`src/hw/rtl/wtpg_pkg.sv`:
```
`default_nettype none
// ----------------------------------------------------------------------------
// wtpg_pkg: shared types and constants of the wave trace pixel generator
// Config register indexes, wave kind codes, reset values, config bundles
// and the sine table generator used at elaboration.
// ----------------------------------------------------------------------------
package wtpg_pkg;

   // config register indexes
   localparam logic [2:0] CSR_WAVE_KIND        = 3'd0;
   localparam logic [2:0] CSR_PHASE_SPEED      = 3'd1;
   localparam logic [2:0] CSR_ANGLE_PER_COLUMN = 3'd2;
   localparam logic [2:0] CSR_WAVE_HEIGHT      = 3'd3;
   localparam logic [2:0] CSR_FADE_FACTOR      = 3'd4;

   localparam int CSR_DATA_W = 17;

   typedef enum logic [2:0] {
      WAVE_SINE     = 3'd0,
      WAVE_COSINE   = 3'd1,
      WAVE_TANGENT  = 3'd2,
      WAVE_SQUARE   = 3'd3,
      WAVE_SAWTOOTH = 3'd4,
      WAVE_TRIANGLE = 3'd5
   } wave_kind_type;

   localparam logic [2:0]  RESET_WAVE_KIND        = WAVE_SINE;
   localparam logic [16:0] RESET_PHASE_SPEED      = 17'd3277;
   localparam logic [13:0] RESET_ANGLE_PER_COLUMN = 14'd1043;
   localparam logic [8:0]  RESET_WAVE_HEIGHT      = 9'd240;
   localparam logic [7:0]  RESET_FADE_FACTOR      = 8'd230;

   // wave values are Q1.15 in 17-bit two's complement (+-1.0 included)
   localparam int WAVE_W = 17;
   localparam logic signed [WAVE_W-1:0] WAVE_ONE = 17'sd32768;

   localparam longint HALF_PI_Q30 = 64'sd1686629713;

   typedef struct packed {
      logic [16:0] phase_speed;
      logic [13:0] angle_per_column;
   } front_cfg_type;

   typedef struct packed {
      logic [2:0] wave_kind;
      logic [8:0] wave_height;
      logic [7:0] fade_factor;
   } back_cfg_type;

   // sin(pi/2 * j / 2^qshift) in Q1.15; Q30 Taylor series, odd terms to x^11
   function automatic longint quarter_sine(input longint j, input int qshift);
      longint x;
      longint x2;
      longint term;
      longint sum;
      longint r;
      x    = (HALF_PI_Q30 * j) >>> qshift;
      x2   = (x * x) >>> 30;
      sum  = x;
      term = ((x * x2) >>> 30) / 6;
      sum  = sum - term;
      term = ((term * x2) >>> 30) / 20;
      sum  = sum + term;
      term = ((term * x2) >>> 30) / 42;
      sum  = sum - term;
      term = ((term * x2) >>> 30) / 72;
      sum  = sum + term;
      term = ((term * x2) >>> 30) / 110;
      sum  = sum - term;
      if (sum < 0) begin
         sum = 0;
      end
      r = (sum + 64'sd16384) >>> 15;
      if (r > 64'sd32768) begin
         r = 64'sd32768;
      end
      return r;
   endfunction

   // full-turn sine entry k of a 2^bits table, built from the quarter wave
   function automatic logic signed [WAVE_W-1:0] sine_entry(input int k, input int bits);
      int     qshift;
      longint quarter;
      longint quad;
      longint j;
      longint s;
      qshift  = bits - 2;
      quarter = 64'sd1 <<< qshift;
      quad    = longint'(k) >>> qshift;
      j       = longint'(k) & (quarter - 1);
      s       = quad[0] ? quarter_sine(quarter - j, qshift) : quarter_sine(j, qshift);
      if (quad[1]) begin
         s = -s;
      end
      return WAVE_W'(s);
   endfunction

endpackage
`default_nettype wire

```
`src/hw/rtl/wtpg_queue.sv`:
```
`default_nettype none
// ----------------------------------------------------------------------------
// wtpg_queue: small FIFO between front and back
// Register-based queue with show-ahead read; push and pop can happen in the same cycle.
// ----------------------------------------------------------------------------
module wtpg_queue
   import wtpg_pkg::*;
#(
   parameter int WIDTH = 45,
   parameter int DEPTH = 4
) (
   input  wire logic             clock,
   input  wire logic             reset,
   input  wire logic             push,
   input  wire logic [WIDTH-1:0] push_data,
   input  wire logic             pop,
   output logic [WIDTH-1:0]      pop_data,
   output logic                  full,
   output logic                  empty
);

   localparam int PTR_W = (DEPTH > 1) ? $clog2(DEPTH) : 1;
   localparam int CNT_W = $clog2(DEPTH + 1);

   logic [WIDTH-1:0] slot_ff [DEPTH];
   logic [PTR_W-1:0] wr_ptr_ff;
   logic [PTR_W-1:0] rd_ptr_ff;
   logic [CNT_W-1:0] count_ff;

   assign full     = (count_ff == CNT_W'(DEPTH));
   assign empty    = (count_ff == '0);
   assign pop_data = slot_ff[rd_ptr_ff];

   always_ff @(posedge clock) begin
      if (reset) begin
         wr_ptr_ff <= '0;
         rd_ptr_ff <= '0;
         count_ff  <= '0;
      end else begin
         if (push) begin
            slot_ff[wr_ptr_ff] <= push_data;
            wr_ptr_ff <= (wr_ptr_ff == PTR_W'(DEPTH - 1)) ? '0 : wr_ptr_ff + 1'b1;
         end
         if (pop) begin
            rd_ptr_ff <= (rd_ptr_ff == PTR_W'(DEPTH - 1)) ? '0 : rd_ptr_ff + 1'b1;
         end
         if (push && !pop) begin
            count_ff <= count_ff + 1'b1;
         end else if (pop && !push) begin
            count_ff <= count_ff - 1'b1;
         end
      end
   end

endmodule
`default_nettype wire

```
`config.mk`:
```
export PLATFORM = sky130hd
export DESIGN_NAME = wtpg_queue
export DESIGN_NICKNAME = d
export VERILOG_FILES = /design/src/hw/rtl/wtpg_pkg.sv /design/src/hw/rtl/wtpg_queue.sv
export SDC_FILE = /design/constraint.sdc
export NUM_CORES = 1
export LEC_CHECK = 0
export ABC_AREA = 1
export ABC_CLOCK_PERIOD_IN_PS = 4400
export BUFFER_PORTS_ARGS = -buffer_cell sky130_fd_sc_hd__buf_2
export CAP_MARGIN = 5
export CORE_UTILIZATION = 30
export CTS_BUF_LIST = sky130_fd_sc_hd__clkbuf_8
export DETAILED_ROUTE_END_ITERATION = 12
export PLACE_DENSITY = 0.56
export SLEW_MARGIN = 0
export SYNTH_ARGS = -nofsm -noshare
export SYNTH_HDL_FRONTEND = slang
export SYNTH_SLANG_ARGS = --single-unit
```
`constraint.sdc`:
```
create_clock -name clock -period 4.4 [get_ports clock]
set_input_delay 0.22 -clock clock [delete_from_list [all_inputs] [get_ports clock]]
set_output_delay 0.22 -clock clock [all_outputs]
set_load 0.01 [all_outputs]
```
==> results.toml <==
[cts]
cts_tree = "yes"
clk_path_buf_depth = 2
cts_buffers = 17
clock_latency_ns = 0.46
post_cts_buffers = 0
clock-root-buffer = "clkbuf_8"
cts.sinks = 189
cts_resized = 0
holdBufCountCts = 46
cts_htree_levels = 4
clkTransAtPathRegs_ns = 0.10

[cells_and_area]
layout.cells.most_common = "edfxtp_1"
final_nets = 687
syn_to_final_growth_pct = 22.74
final_util = 0.3754
final_cell_mix = "180 x edfxtp_1, 98 x nor2_1, 95 x buf_2"
drive_above_1_share = 0.2127

[yosys]
yosys.area_share.xor_xnor = 0.001224
synth.largest_area_cell = "edfxtp_1"
synth_top_cell_area_share = 0.7552
synth_fa_ha_area_frac = 0.01329
yosys_warnings = 0
ys_seq_area_frac = 0.7804
synth.area.top_cells = "edfxtp_1 76%, o21ai_1 6.0%, nor2_1 5.3%, o22ai_1 3.9%, dfxtp_1 2.5%"
synthCells = 495
ys_seq_elements = 189
synth_area_mm2 = 0.007157
ys_types = 20
syn_nets = 551
synth_top_family_by_area = "compound AO/OA/AOI/OAI gates"
yosys.area_share.simple = 0.05979
synth_compound_area_frac = 0.1072
synth_mux_area_frac = 0
synth.avg_cell_area_um2 = 14.46

[setup_path]
critPathKind = "register to primary output"
r2r-end = "slot_ff[0][37]$_DFFE_PP_"
required_ns = 4.18
endpoint_kind = "primary output"
path_max_fanout = 46
r2r_cells = 5
worstReg2RegStart = "wr_ptr_ff[0]$_SDFFE_PP0P_"
r2r_slack_ns = 2.25
critPathLaunchType = "register"
cp.arrival_ns = 2.99

[power_and_ir_drop]
seq_power_share = 0.566
p_leak_nw = 3.035
peakVddDrop_mv = 0.1991
switchingPower_w = 0.0008692
switching_share = 0.2378
combPwrFrac = 0.100
powerDensity_mw_per_mm2 = 416.1
intPower_w = 0.002786
clkPwrFrac = 0.334

[sta]
period_share = 0.7304
max-slew-margin-rel = 0.3197
period_needed_ns = 3.214
slew_violations = 0
max_freq_mhz = 311.2
rsz0062_at_grt = "false"
setup_violations = 0
tightest_slew_ns = 1.021
setup_tns_ns = 0
holdWs_ns = 0.07513
skew_ns = 0.01401
hold_viol = 0

[route]
via_per_inst = 4.597
wirelength_um = 15830
drt_iter0_markers = 327
num_vias = 4436
drt-wirelength-per-cell_um = 16.40
drc = 0
ant_nets = 0
first_pass_iters = 6

[floorplanning]
initial_core_util = 0.3058
fp.dieH_um = 156.5
core-area_mm2 = 0.02340
die_area_mm2 = 0.02448
core.rowCount = 56
die_w_um = 156.5
ios = 96

[min_path]
hold_path.class = "input port to register"
holdPathEnd = "wr_ptr_ff[1]$_SDFFE_PP0P_"
hold_depth = 3
holdCritStartpoint = "push"

[place]
place_congestion = 0.6959
io_buffers = 95
hpwl_um = 9132

[global_route]
grt_pass1_vias = 4443
grt_start_max_net_pins = 92
grt_usage = 0.1333
antenna_found_initial = 2
grt_overflow = 0
grt_pass1_wl_um = 24310

[status]
outcome = "finished clean"

[job]
cap_violations = 0
-- worst max-delay path by stage --
stage | slack, ns | cells past startpoint | from | end
after floorplan | 1.49 | 4 | wr_ptr_ff[0]$_SDFFE_PP0P_ | slot_ff[2][0]$_DFFE_PP_
after global placement | 1.62 | 4 | register | pop_data[36]
after detailed placement | 1.58 | 4 | register | pop_data[32]
after CTS | 1.05 | 4 | register | pop_data[32]
after global routing | 0.89 | 4 | register | pop_data[32]
final | 1.19 | 4 | register | pop_data[36]
-- worst max-delay path, stage by stage, from the launching register on --
cell      delay (ns)
dfxtp_2         0.97
clkinv_2        0.89
o21ai_1         0.28
o22ai_1         0.19
buf_2           0.19
-- cell families (layout without fill, tap and decap cells) --
family | after synthesis | after routing
AND/OR/NAND/NOR | 112 | 112
AO/OA/AOI/OAI | 142 | 142
other | 0 | 2
flip-flops | 189 | 189
XOR/XNOR | 1 | 1
adder cells (fa/ha/maj) | 7 | 7
buffers and inverters | 44 | 193
-- cell usage after synthesis, drive strengths merged --
cell	number
edfxtp	180
nor2	102
o21ai	94
o22ai	45
buf	28
inv	15
dfxtp	9
ha	6
nand2	5
a21oi	3
nor3	3
clkinv	1
fa	1
nand3	1
nand4	1
xor2	1
-- stage by stage --
step	power, W	worst slack, ns	instance area, um2	std cells
after floorplan	0.002301	1.488	7157	495
after global routing	0.003806	0.8884	8782	964
after CTS	0.003699	1.053	8780	963
final	0.003656	1.186	8785	965
after detailed placement	0.002453	1.577	7890	885
after global placement	0.002440	1.615	7890	885
-- power by group through the flow --
stage	logic [W]	registers, W	clock network (W)
global placement	0.000330	0.00211	0
finish	0.000366	0.00207	0.00122
global route	0.000409	0.00208	0.00132
detailed placement	0.000340	0.00211	0
CTS	0.000375	0.00207	0.00125
floorplan	0.000222	0.00208	0
-- routing by layer --
metal	wire length, um	up-vias	share of wire	global-route usage
li1	-	2116	-	-
met1	7095	2222	0.45	0.1631
met2	7768	88	0.49	0.2239
met3	859	10	0.054	0.04071
met4	106	0	0.0067	0.04388
met5	0	-	0	0
-- final cells by class --
class	count	area (um2)
clock inverters	15	195.2
clock buffers	17	234.0
repair buffers	145	965.9
well taps	319	399.1
inverters	16	66.31
diodes	2	5.005
multi-input cells	262	1329
fillers	2293	14620
flip-flops and latches	189	5590
-- flip-flops by register name (all words and copies together), names as in the netlist, named ones only --
register	count
slot_ff	180
rd_ptr_ff	2
count_ff	3
wr_ptr_ff	2
(Power assumes the default switching activity.)
